### src/gcs_pkg.sv
// Shared types and constants for the graph coloring search block.
// Used by every module under src; depends on nothing.
package gcs_pkg;

	// Payload field widths
	localparam int IDX_W = 4;
	localparam int ROW_W = 16;
	localparam int CW = 5;
	localparam int CFG_W = 5;
	localparam int S_DATA_W = 24;
	localparam int M_DATA_W = 8;

	// Default store depth
	localparam int DEF_MAX_NODES = 16;

	// Color code of a node that holds no color
	localparam logic [CW-1:0] UNCOLORED = 5'd31;

	// Configuration register indexes
	localparam logic REG_NUM_NODES = 1'b0;
	localparam logic REG_NUM_COLORS = 1'b1;

	// Register values after reset
	localparam logic [CFG_W-1:0] RESET_NUM_NODES = 5'd16;
	localparam logic [CFG_W-1:0] RESET_NUM_COLORS = 5'd3;

	// Commands from the sequencer to the color unit
	typedef struct packed {
		logic clear_all;
		logic set_color;
		logic clear_color;
	} cu_cmd_t;

endpackage

### src/graph_m_coloring_search.sv
// Graph m-coloring search: row loader, backtracking sequencer, result register.
// Depends on gcs_pkg, gcs_adj_store and gcs_color_unit.
//
// Usage:
//   Rows of the adjacency matrix arrive on the s_ channel, one request per row,
//   and are stored; s_tready stays high while no search runs.
//   A row with s_tlast high is stored and then starts the search over nodes
//   0 .. min(num_nodes, MAX_NODES)-1 with num_colors colors. s_tready is
//   low until it ends. The search tries one (node, color) pair per cycle on
//   a single conflict compare unit: it sets up in ST_INIT, then in ST_STEP
//   tries a pair or takes a backtrack step until it finds the search finished,
//   and posts the result from ST_DONE; its run time is data dependent.
//   The yes/no answer leaves on the m_ channel through an output register; if
//   the receiver stalls, the register holds and the block still takes new
//   rows, but a finished search waits until the register is free.
//   Configuration writes (cfg_we, cfg_addr, cfg_wdata) must only happen while
//   the block is idle.
//   Reset clears the sequencer, the output register and the colors, and sets
//   num_nodes to 16 and num_colors to 3; stored rows are undefined until
//   written.
module graph_m_coloring_search
	import gcs_pkg::*;
#(
	parameter int MAX_NODES = DEF_MAX_NODES
) (
	input  logic                clk,
	input  logic                arst_n,
	input  logic                s_tvalid,
	output logic                s_tready,
	input  logic [S_DATA_W-1:0] s_tdata,  // node_index[3:0], adjacency_row[19:4], zero pad
	input  logic                s_tlast,  // last_row
	output logic                m_tvalid,
	input  logic                m_tready,
	output logic [M_DATA_W-1:0] m_tdata,  // colorable[0], zero pad
	input  logic                cfg_we,
	input  logic                cfg_addr,
	input  logic [CFG_W-1:0]    cfg_wdata
);

	localparam int NIW = (MAX_NODES > 1) ? $clog2(MAX_NODES) : 1;
	localparam int DW = $clog2(MAX_NODES + 1);

	localparam logic [1:0] ST_IDLE = 2'd0;
	localparam logic [1:0] ST_INIT = 2'd1;
	localparam logic [1:0] ST_STEP = 2'd2;
	localparam logic [1:0] ST_DONE = 2'd3;

	logic [1:0]           state_q;
	logic [CFG_W-1:0]     num_nodes_q;
	logic [CFG_W-1:0]     num_colors_q;
	logic [DW-1:0]        depth_q;
	logic [CW-1:0]        cand_q;
	logic                 result_q;
	logic                 out_valid_q;
	logic                 out_data_q;

	logic                 s_req;
	logic [DW-1:0]        n_sat;
	logic [DW-1:0]        depth_m1;
	logic [MAX_NODES-1:0] nbr_mask;
	logic                 conflict;
	logic [CW-1:0]        used;
	logic [CW-1:0]        prev_color;
	logic [CW-1:0]        used_p1;
	logic [CW-1:0]        limit;
	logic                 at_end;
	logic                 try_ok;
	cu_cmd_t              cmd;

	assign s_tready = (state_q == ST_IDLE);
	assign s_req = s_tvalid && s_tready;

	// Configuration registers
	always_ff @(posedge clk or negedge arst_n) begin
		if (!arst_n) begin
			num_nodes_q <= RESET_NUM_NODES;
			num_colors_q <= RESET_NUM_COLORS;
		end else if (cfg_we) begin
			unique case (cfg_addr)
				REG_NUM_NODES:  num_nodes_q <= cfg_wdata;
				REG_NUM_COLORS: num_colors_q <= cfg_wdata;
				default:        num_nodes_q <= num_nodes_q;
			endcase
		end
	end

	// Saturate the node count to the store depth
	assign n_sat = (32'(num_nodes_q) > MAX_NODES) ? DW'(MAX_NODES) : DW'(num_nodes_q);
	assign depth_m1 = depth_q - DW'(1);

	gcs_adj_store #(
		.MAX_NODES(MAX_NODES),
		.NIW      (NIW)
	) u_adj (
		.clk     (clk),
		.wr_en   (s_req),
		.wr_idx  (s_tdata[IDX_W-1:0]),
		.wr_row  (s_tdata[IDX_W+ROW_W-1:IDX_W]),
		.node    (depth_q[NIW-1:0]),
		.nbr_mask(nbr_mask)
	);

	gcs_color_unit #(
		.MAX_NODES(MAX_NODES),
		.NIW      (NIW)
	) u_color (
		.clk       (clk),
		.arst_n    (arst_n),
		.cmd       (cmd),
		.node      (depth_q[NIW-1:0]),
		.prev_node (depth_m1[NIW-1:0]),
		.cand      (cand_q),
		.nbr_mask  (nbr_mask),
		.conflict  (conflict),
		.used      (used),
		.prev_color(prev_color)
	);

	// Colors allowed here: those in use plus the next fresh one, capped by m
	assign used_p1 = used + CW'(1);
	assign limit = (used_p1 < num_colors_q) ? used_p1 : num_colors_q;
	assign at_end = (depth_q >= n_sat);
	assign try_ok = (cand_q < limit);

	// Commands to the color unit
	always_comb begin
		cmd = '0;
		if (state_q == ST_INIT) begin
			cmd.clear_all = 1'b1;
		end else if (state_q == ST_STEP && !at_end) begin
			if (try_ok) begin
				cmd.set_color = !conflict;
			end else begin
				cmd.clear_color = 1'b1;
			end
		end
	end

	// Search sequencer: advance on a safe color, try the next one, or backtrack
	always_ff @(posedge clk or negedge arst_n) begin
		if (!arst_n) begin
			state_q <= ST_IDLE;
			depth_q <= '0;
			cand_q <= '0;
			result_q <= 1'b0;
		end else begin
			unique case (state_q)
				ST_IDLE: begin
					if (s_req && s_tlast) begin
						state_q <= ST_INIT;
					end
				end
				ST_INIT: begin
					depth_q <= '0;
					cand_q <= '0;
					state_q <= ST_STEP;
				end
				ST_STEP: begin
					if (at_end) begin
						result_q <= 1'b1;
						state_q <= ST_DONE;
					end else if (try_ok) begin
						if (conflict) begin
							cand_q <= cand_q + CW'(1);
						end else begin
							depth_q <= depth_q + DW'(1);
							cand_q <= '0;
						end
					end else if (depth_q == '0) begin
						result_q <= 1'b0;
						state_q <= ST_DONE;
					end else begin
						depth_q <= depth_m1;
						cand_q <= prev_color + CW'(1);
					end
				end
				ST_DONE: begin
					if (!out_valid_q) begin
						state_q <= ST_IDLE;
					end
				end
				default: state_q <= ST_IDLE;
			endcase
		end
	end

	// Output register: load when free, drop on a taken request
	always_ff @(posedge clk or negedge arst_n) begin
		if (!arst_n) begin
			out_valid_q <= 1'b0;
		end else if (state_q == ST_DONE && !out_valid_q) begin
			out_valid_q <= 1'b1;
		end else if (m_tready) begin
			out_valid_q <= 1'b0;
		end
	end

	always_ff @(posedge clk) begin
		if (state_q == ST_DONE && !out_valid_q) begin
			out_data_q <= result_q;
		end
	end

	assign m_tvalid = out_valid_q;
	assign m_tdata = {{(M_DATA_W-1){1'b0}}, out_data_q};

endmodule

### src/gcs_adj_store.sv
// Adjacency row store and neighbor mask for the node under test.
// Depends on gcs_pkg.
module gcs_adj_store
	import gcs_pkg::*;
#(
	parameter int MAX_NODES = DEF_MAX_NODES,
	parameter int NIW = (MAX_NODES > 1) ? $clog2(MAX_NODES) : 1
) (
	input  logic                 clk,
	input  logic                 wr_en,
	input  logic [IDX_W-1:0]     wr_idx,
	input  logic [ROW_W-1:0]     wr_row,
	input  logic [NIW-1:0]       node,
	output logic [MAX_NODES-1:0] nbr_mask
);

	logic [ROW_W-1:0] rows_q [MAX_NODES];
	logic [ROW_W-1:0] row_k;

	// Store a row; indexes past the store are dropped
	always_ff @(posedge clk) begin
		for (int j = 0; j < MAX_NODES; j++) begin
			if (wr_en && 32'(wr_idx) == j) begin
				rows_q[j] <= wr_row;
			end
		end
	end

	assign row_k = rows_q[node];

	// Neighbors below the node: either row may carry the edge
	for (genvar j = 0; j < MAX_NODES; j++) begin : g_mask
		logic [ROW_W-1:0] col_sh;
		logic row_bit;
		assign col_sh = rows_q[j] >> node;
		if (j < ROW_W) begin : g_in_row
			assign row_bit = row_k[j];
		end else begin : g_past_row
			assign row_bit = 1'b0;
		end
		assign nbr_mask[j] = (32'(node) > j) && (row_bit || col_sh[0]);
	end

endmodule

### src/gcs_color_unit.sv
// Node colors, prefix count of colors in use, and the shared conflict compare.
// Depends on gcs_pkg.
module gcs_color_unit
	import gcs_pkg::*;
#(
	parameter int MAX_NODES = DEF_MAX_NODES,
	parameter int NIW = (MAX_NODES > 1) ? $clog2(MAX_NODES) : 1
) (
	input  logic                 clk,
	input  logic                 arst_n,
	input  cu_cmd_t              cmd,
	input  logic [NIW-1:0]       node,
	input  logic [NIW-1:0]       prev_node,
	input  logic [CW-1:0]        cand,
	input  logic [MAX_NODES-1:0] nbr_mask,
	output logic                 conflict,
	output logic [CW-1:0]        used,
	output logic [CW-1:0]        prev_color
);

	logic [CW-1:0]        color_q [MAX_NODES];
	logic [CW-1:0]        used_q  [MAX_NODES];
	logic [MAX_NODES-1:0] match;
	logic [CW-1:0]        cand_p1;
	logic [CW-1:0]        used_next;

	assign cand_p1 = cand + CW'(1);
	assign used_next = (cand_p1 > used) ? cand_p1 : used;

	// Update colors and the colors-in-use count of the next node
	always_ff @(posedge clk or negedge arst_n) begin
		if (!arst_n) begin
			for (int j = 0; j < MAX_NODES; j++) begin
				color_q[j] <= UNCOLORED;
				used_q[j] <= '0;
			end
		end else if (cmd.clear_all) begin
			for (int j = 0; j < MAX_NODES; j++) begin
				color_q[j] <= UNCOLORED;
				used_q[j] <= '0;
			end
		end else begin
			for (int j = 0; j < MAX_NODES; j++) begin
				if (32'(node) == j) begin
					if (cmd.set_color) begin
						color_q[j] <= cand;
					end else if (cmd.clear_color) begin
						color_q[j] <= UNCOLORED;
					end
				end
				if (cmd.set_color && j > 0 && 32'(node) == j - 1) begin
					used_q[j] <= used_next;
				end
			end
		end
	end

	// Compare the candidate against every colored neighbor at once
	for (genvar j = 0; j < MAX_NODES; j++) begin : g_cmp
		assign match[j] = (color_q[j] == cand);
	end

	assign conflict = |(match & nbr_mask);
	assign used = used_q[node];
	assign prev_color = color_q[prev_node];

endmodule

### config.mk
export PLATFORM = sky130hd
export DESIGN_NAME = graph_m_coloring_search
export DESIGN_NICKNAME = d
export VERILOG_FILES = /design/src/gcs_pkg.sv /design/src/graph_m_coloring_search.sv /design/src/gcs_adj_store.sv /design/src/gcs_color_unit.sv
export SDC_FILE = /design/constraint.sdc
export NUM_CORES = 1
export LEC_CHECK = 0
export BUFFER_PORTS_ARGS = -buffer_cell sky130_fd_sc_hd__buf_2
export CAP_MARGIN = 10
export CORE_MARGIN = 4
export CORE_UTILIZATION = 57
export CTS_CLUSTER_DIAMETER = 80
export DETAILED_ROUTE_END_ITERATION = 7
export PLACE_DENSITY = 0.84
export SETUP_SLACK_MARGIN = 0.2
export SYNTH_ARGS = -nofsm -noshare
export SYNTH_HDL_FRONTEND = slang
export SYNTH_SLANG_ARGS = --single-unit
### constraint.sdc
create_clock -name clk -period 6.1 [get_ports clk]
set_clock_uncertainty 0.05 [all_clocks]
set_input_delay 1.22 -clock clk [delete_from_list [all_inputs] [get_ports clk]]
set_output_delay 1.22 -clock clk [all_outputs]
set_load 0.02 [all_outputs]
After elaboration in Yosys (flattened, before gate mapping)
Memories as Yosys holds them, arrays and structs flattened.
Cells that the tools add are included.

operators by class
  equality and inequality tests = 57
  order comparisons = 22
  mux-type cells = 147
  shift operators = 15
  reduce and logical (&&, ||, !) cells = 145
  bitwise gates (word level) = 4
  $add $sub $neg = 5

operators by type and width
  cell                 count
  $reduce_or 16->1     16
  $mux 16              15
  $mux 5               48
  $shr 16x4->1         15
  $eq 5x5->1           16
  $mux 80              1
  $mux 75              1
  $reduce_bool 2->1    34
  $eq 4x4->1 const B   16
  $mux 4               15
  $mux 1               55
  $logic_and 1x1->1    50
  $bmux 5 s4           2
  $reduce_and 2->1     18
  $eq 4x3->1 const B   8
  $gt 4x4->1 const B   7
  $add 5x1->5 const B  4
  $pmux 5 s2           2
  $and 16x15->16       1
  $eq 4x2->1 const B   4
  $gt 4x3->1 const B   4
  $logic_or 1x1->1     15
  $mux 2               7
  $ge 5x5->1 const B   2
  24 further kinds     39

storage, ports and cells
  register bits = 180
  logic and storage cells = 435
  memories kept = 1
  input port bits = 36
  bits in writable memories = 256

memories
  name          depth  bits a word  read ports  clocked after Yosys merged registers in  wr ports  line                 text
  u_adj.rows_q  16     16           16          0                                        1         gcs_adj_store.sv:17  logic [ROW_W-1:0] rows_q [MAX_NODES];

Logic depth before layout (Yosys ltp)
  depth in word-level cells = 21
  gate-level depth with buffers = 32

Hierarchy
Synthesis repeated with hierarchy kept, for this count alone.

second synthesis, totals
  cells, all modules = 1642
  area, all modules = 20080.5 um2

by module, submodules not included
  module                   area each (um2)  cells each  seq. area each (um2)  instances
  gcs_color_unit           9034.9           886         3978.8                1
  gcs_adj_store            9022.4           542         7297.0                1
  graph_m_coloring_search  2023.2           214         634.4                 1

Worst setup path before layout
No wires, ideal clock.

  kind = reg2reg
  from = register depth_q[0]
  to = register u_color.color_q[33] (netlist bit)
  library setup time = 0.082 ns
  cell stages (with the launch flop) = 30
  required time = 5.968 ns
  path slack = 0.146 ns
  path buffers = 8
  arrival = 5.822 ns
  cell sequence = dfrtp_1 -> buf_2 -> buf_4 -> buf_2 -> buf_2 -> buf_2 -> a221o_1 -> o21ai_0 -> a31oi_1 -> ha_1 -> nand2_1 -> nor2_1 -> xnor2_1 -> ha_1 -> nand2_1 -> nor2_1 -> a211oi_1 -> nand2_1 -> mux2i_1 -> ha_1 -> and4_1 -> a21oi_1 -> nand2_1 -> a221oi_4 -> nand2_1 -> clkbuf_1 -> or4_1 -> clkbuf_1 -> clkbuf_1 -> mux2_2

between the ends
  longest elaborated chain between the ends = 14
  elaborated cells on any way between the ends = 86
  classes of those cells = 1 x add/sub; 18 x order compare; 1 x eq/ne; 15 x shift; 11 x mux; 2 x bitwise; 37 x reduce/logical; 1 x memory

ends and longest elaborated chain
  item                                       line                            text
  start: declaration                         graph_m_coloring_search.sv:51   logic [DW-1:0] depth_q;
  start signal: assignment                   graph_m_coloring_search.sv:166  depth_q <= depth_q + DW'(1);
  start signal: assignment                   graph_m_coloring_search.sv:173  depth_q <= depth_m1;
  $not 4->5 (not written as such)            gcs_color_unit.sv:64            assign used = used_q[node];
  $bmux 5 s4                                 gcs_color_unit.sv:64
  $mux 5 (not written as such) (2 in a row)  gcs_color_unit.sv:64
  $add 5x1->5                                graph_m_coloring_search.sv:120  assign used_p1 = used + CW'(1);
  $lt 5x5->1                                 graph_m_coloring_search.sv:121  assign limit = (used_p1 < num_colors_q) ? used_p1 : num_colors_q;
  $mux 5                                     graph_m_coloring_search.sv:121
  $lt 5x5->1                                 graph_m_coloring_search.sv:123  assign try_ok = (cand_q < limit);
  $mux 1                                     graph_m_coloring_search.sv:131  if (try_ok) begin
  $mux 2                                     graph_m_coloring_search.sv:130  end else if (state_q == ST_STEP && !at_end) begin
  $mux 2                                     graph_m_coloring_search.sv:128  if (state_q == ST_INIT) begin
  $mux 5                                     gcs_color_unit.sv:45            if (cmd.set_color) begin
  $mux 5                                     gcs_color_unit.sv:44            if (32'(node) == j) begin
  $mux 80                                    gcs_color_unit.sv:37            end else if (cmd.clear_all) begin
  end signal: indexed assignment             gcs_color_unit.sv:46            color_q[j] <= cand;
  end: declaration                           gcs_color_unit.sv:21            logic [CW-1:0] color_q [MAX_NODES];

Parallel ways exist; a longest one is shown, timed or not. The select of a mux whose other input is x is not followed.
A chain may end at the register's enable or synchronous reset.

Worst setup path in the final report
  from = register depth_q[1]
  to = register cand_q[1]

between the ends
  longest elaborated chain between the ends = 11
  elaborated cells on any way between the ends = 87
  classes of those cells = 3 x add/sub; 18 x order compare; 2 x eq/ne; 15 x shift; 12 x mux; 3 x bitwise; 33 x reduce/logical; 1 x memory

ends and longest elaborated chain
  item                                       line                            text
  $not 4->5 (not written as such)            gcs_color_unit.sv:64
  $bmux 5 s4                                 gcs_color_unit.sv:64
  $mux 5 (not written as such) (2 in a row)  gcs_color_unit.sv:64
  $add 5x1->5                                graph_m_coloring_search.sv:120
  $lt 5x5->1                                 graph_m_coloring_search.sv:121
  $mux 5                                     graph_m_coloring_search.sv:121
  $lt 5x5->1                                 graph_m_coloring_search.sv:123
  $mux 5                                     graph_m_coloring_search.sv:162  end else if (try_ok) begin
  $mux 5                                     graph_m_coloring_search.sv:159  if (at_end) begin
  $pmux 5 s2                                 graph_m_coloring_search.sv:147  unique case (state_q)
  end signal: assignment                     graph_m_coloring_search.sv:164  cand_q <= cand_q + CW'(1);
  end signal: assignment                     graph_m_coloring_search.sv:174  cand_q <= prev_color + CW'(1);
  end: declaration                           graph_m_coloring_search.sv:52   logic [CW-1:0] cand_q;

Parallel ways exist; a longest one is shown, timed or not. The select of a mux whose other input is x is not followed.

==> run metrics <==
Hold-fix buffers, CTS=0; post-layout minimum cycle time=5700 ps; via count=approximately 15,000; max-slew violations=0; Synth-to-Final Area Change=11.1%; port bufs=34; WL final=57,800 µm; Maximum Capacitance Violations=0; Min-Delay Path Class=reg -> reg; #FFs+latches synth=434; Post-Syn Area=21,400 µm²; Top Ports=46; Fin Hold WS=454 ps; largest area contributor in the netlist=edfxtp_1; Num Clock Sinks=434; outcome=finished clean; Power Dens Cells=385 nW/µm²; syn avg cell area=between 10 and 15 µm²; CP Max Fanout=26; Fin. Hold Viols=0; Min-Delay Startpoint=result_q; initial core utilization=58.2%; Slew HR=18.4%; initial antenna violation count=0; Worst Max-Slew Pin Slew=around 1200 ps; Worst Path Required=6490 ps; Fmax achieved=176 MHz; EDFF count, synth=255; clock root buffer=clkbuf_16; Yosys cell types=82; RSZ-0062 raised after global routing=false; Total Routing Usage GR=between 20% and 30%; fill count=2,609; clk slew on worst S/H paths=60 ps; drt pass-1 iters=5; Synth top area share=35.8%; count leader, synth=edfxtp_1; YS warnings=0; Critical Path AT=6080 ps; CP peak stage delay=approximately 560 ps; critical setup path kind=reg -> reg; critical path endpoint category=flip-flop; final setup fails=0; Num CTS Buffers=45; top cells by area, synth=edfxtp_1 (36%), dfrtp_1 (11%), dfstp_2 (10%); Layout Cells excl Fill=2,223; Synth top cells by count=edfxtp_1 (255), nor2_1 (109), mux2i_1 (100); placed cells=~2,100; Combinational Power Share=33.0%; vias per inst=6.56; startpoint types=flip-flop; sw frac=between 30% and 40%; Critical Path Source=depth_q[1]; register area share after synthesis=57.2%; Total Neg Setup Slack=0 ps; sequential power share=about 37%; PnR worst setup slack=405 ps; Longest Clk Path Bufs=3; routed length per instance=about 26 µm; Critical R2R Launch=depth_q[1]; fin crit share=93.4%; FF-to-FF path depth=22; initial drt markers=1,811; CTS H-tree depth=2; Net Sw Power=around 3300 µW; Post-DP HPWL=36,900 µm; Gate Count Post-Synth=1,670; DRC=0; clock network fraction of design power=29.9%; Main synth FF type=edfxtp_1; fraction of layout cells with a size suffix above 1=31.3%; TritonCTS clock tree=built; asr flop ratio synth=41.2%; Int Pwr=~5900 µW; std cell rows=70; Routed Antenna Nets=0; Leak=0.00818 µW; VDD IR max=0.323 mV; GPL Wtd Cong=0.957; largest net degree at the start of global routing=86; vias in the first global route=15,000; Worst-Skew Late Latency=580 ps; Diodes inserted=0; dpl ws=127 ps; fin util=between 60% and 70%; Core Region=~37,000 µm²; die height=202 µm; chip width=roughly 200 µm; hold depth=0; cell breakdown of the critical path=buf_12, mux4_2, mux4_2, nand2_1, nor2_1, xnor2_2, ha_1, nand2_1, nor2_1, a211oi_2, nand2_2, mux2i_2, ha_1, and4_1, and2_1, a221oi_4, buf_4, buf_4, o211ai_1, buf_4, nor2_1, a221o_1; area of the die=40,700 µm²; global route total overflow=0; first-pass GRT wire length=88,600 µm; Worst path slowest cell=mux4_2; Final Net Count=1,785
-- path summary, 6_finish.rpt --
| kind | endpoint | slack, ps |
|---|---|---|
| setup / recovery | cand_q[1] | 400 |
| hold / removal | out_data_q | 450 |
| setup reg to reg | cand_q[1] | 400 |
| hold reg to reg | out_data_q | 450 |
| max in group asynchronous | depth_q[0] | 4180 |
| min in group asynchronous | u_color.used_q[3] | 520 |
-- cell families after synthesis --
group	count (synthesis)	synth area share, %
other	1	0.0175
adders and majority gates	29	1.70
muxes	231	13.3
xor gates and xnor gates	86	3.52
DFF	434	57.2
buffers and inverters	135	3.19
and+or+nand+nor	525	14.0
AOI/OAI and AO/OA	229	7.04
-- stage by stage --
stage               total power (µW)  cell area, µm²
global route                    9490           23800
floorplan                       5420           21400
global placement                6200           22200
finish                          9150           23800
detailed placement              6290           22200
CTS                             9010           23700
-- power by group through the flow --
stage / Combinational (µW) / Sequential [µW] / Clock [µW]
5_1_grt: 3200 / 3400 / 2890
3_5_place_dp: 2840 / 3450 / 0
2_1_floorplan: 2040 / 3390 / 0
4_1_cts: 2870 / 3400 / 2750
6_report: 3020 / 3390 / 2740
3_3_place_gp: 2760 / 3440 / 0
-- worst max-delay path, delay by kind of cell, from the launching register on --
family | cells | cell delay, ps
buf+inv | 4 | 810
fa+ha+maj | 2 | 640
compound gates | 4 | 1060
flops | 1 | 470
xor+xnor | 1 | 170
mux | 3 | 1290
simple gates | 8 | 1030
-- layout by cell type, fill, tap and decap left out, types with 54 or more instances in the layout --
master,instances
buf_4,75
dfrtp_1,92
dfstp_2,83
edfxtp_1,255
mux2_2,96
mux2i_1,99
nand2_1,54
nand2b_1,84
nor2_1,107
o21ai_0,61
or2_2,88
-- per-layer routing --
layer | GRT usage [%] | part of all wire (%)
met1 | 37.0 | 38
met2 | 44.8 | 47
met3 | 6.48 | 11
met4 | 12.1 | 4.5
met5 | 0 | 0
-- repair_timing --
action,4_1_cts,5_1_grt
setup buffers,0,3
pin swaps,0,3
resized for setup,3,15
cloned,0,0
endpoints found under the setup margin,46,166
-- area by class of cell --
cell class / instances / area, µm² / share of cell area (%)
repair buffers: 112 / 791 / 3.33
clock buffers: 55 / 1200 / 5.06
inverters: 20 / 75.1 / 0.316
well taps: 468 / 586 / 2.46
clock inverters: 27 / 265 / 1.12
flip-flops and latches: 434 / 12300 / 51.5
multi-input cells: 1107 / 8610 / 36.2
-- flip-flops by register name, indices dropped and copies added, names as in the netlist --
register	count
num_colors_q	5
out_data_q	1
state_q	2
depth_q	5
u_color.color_q	80
num_nodes_q	5
u_color.used_q	75
m_tvalid	1
cand_q	5
u_adj.rows_q	254
result_q	1
No activity file was read; power rests on OpenSTA's default activity.
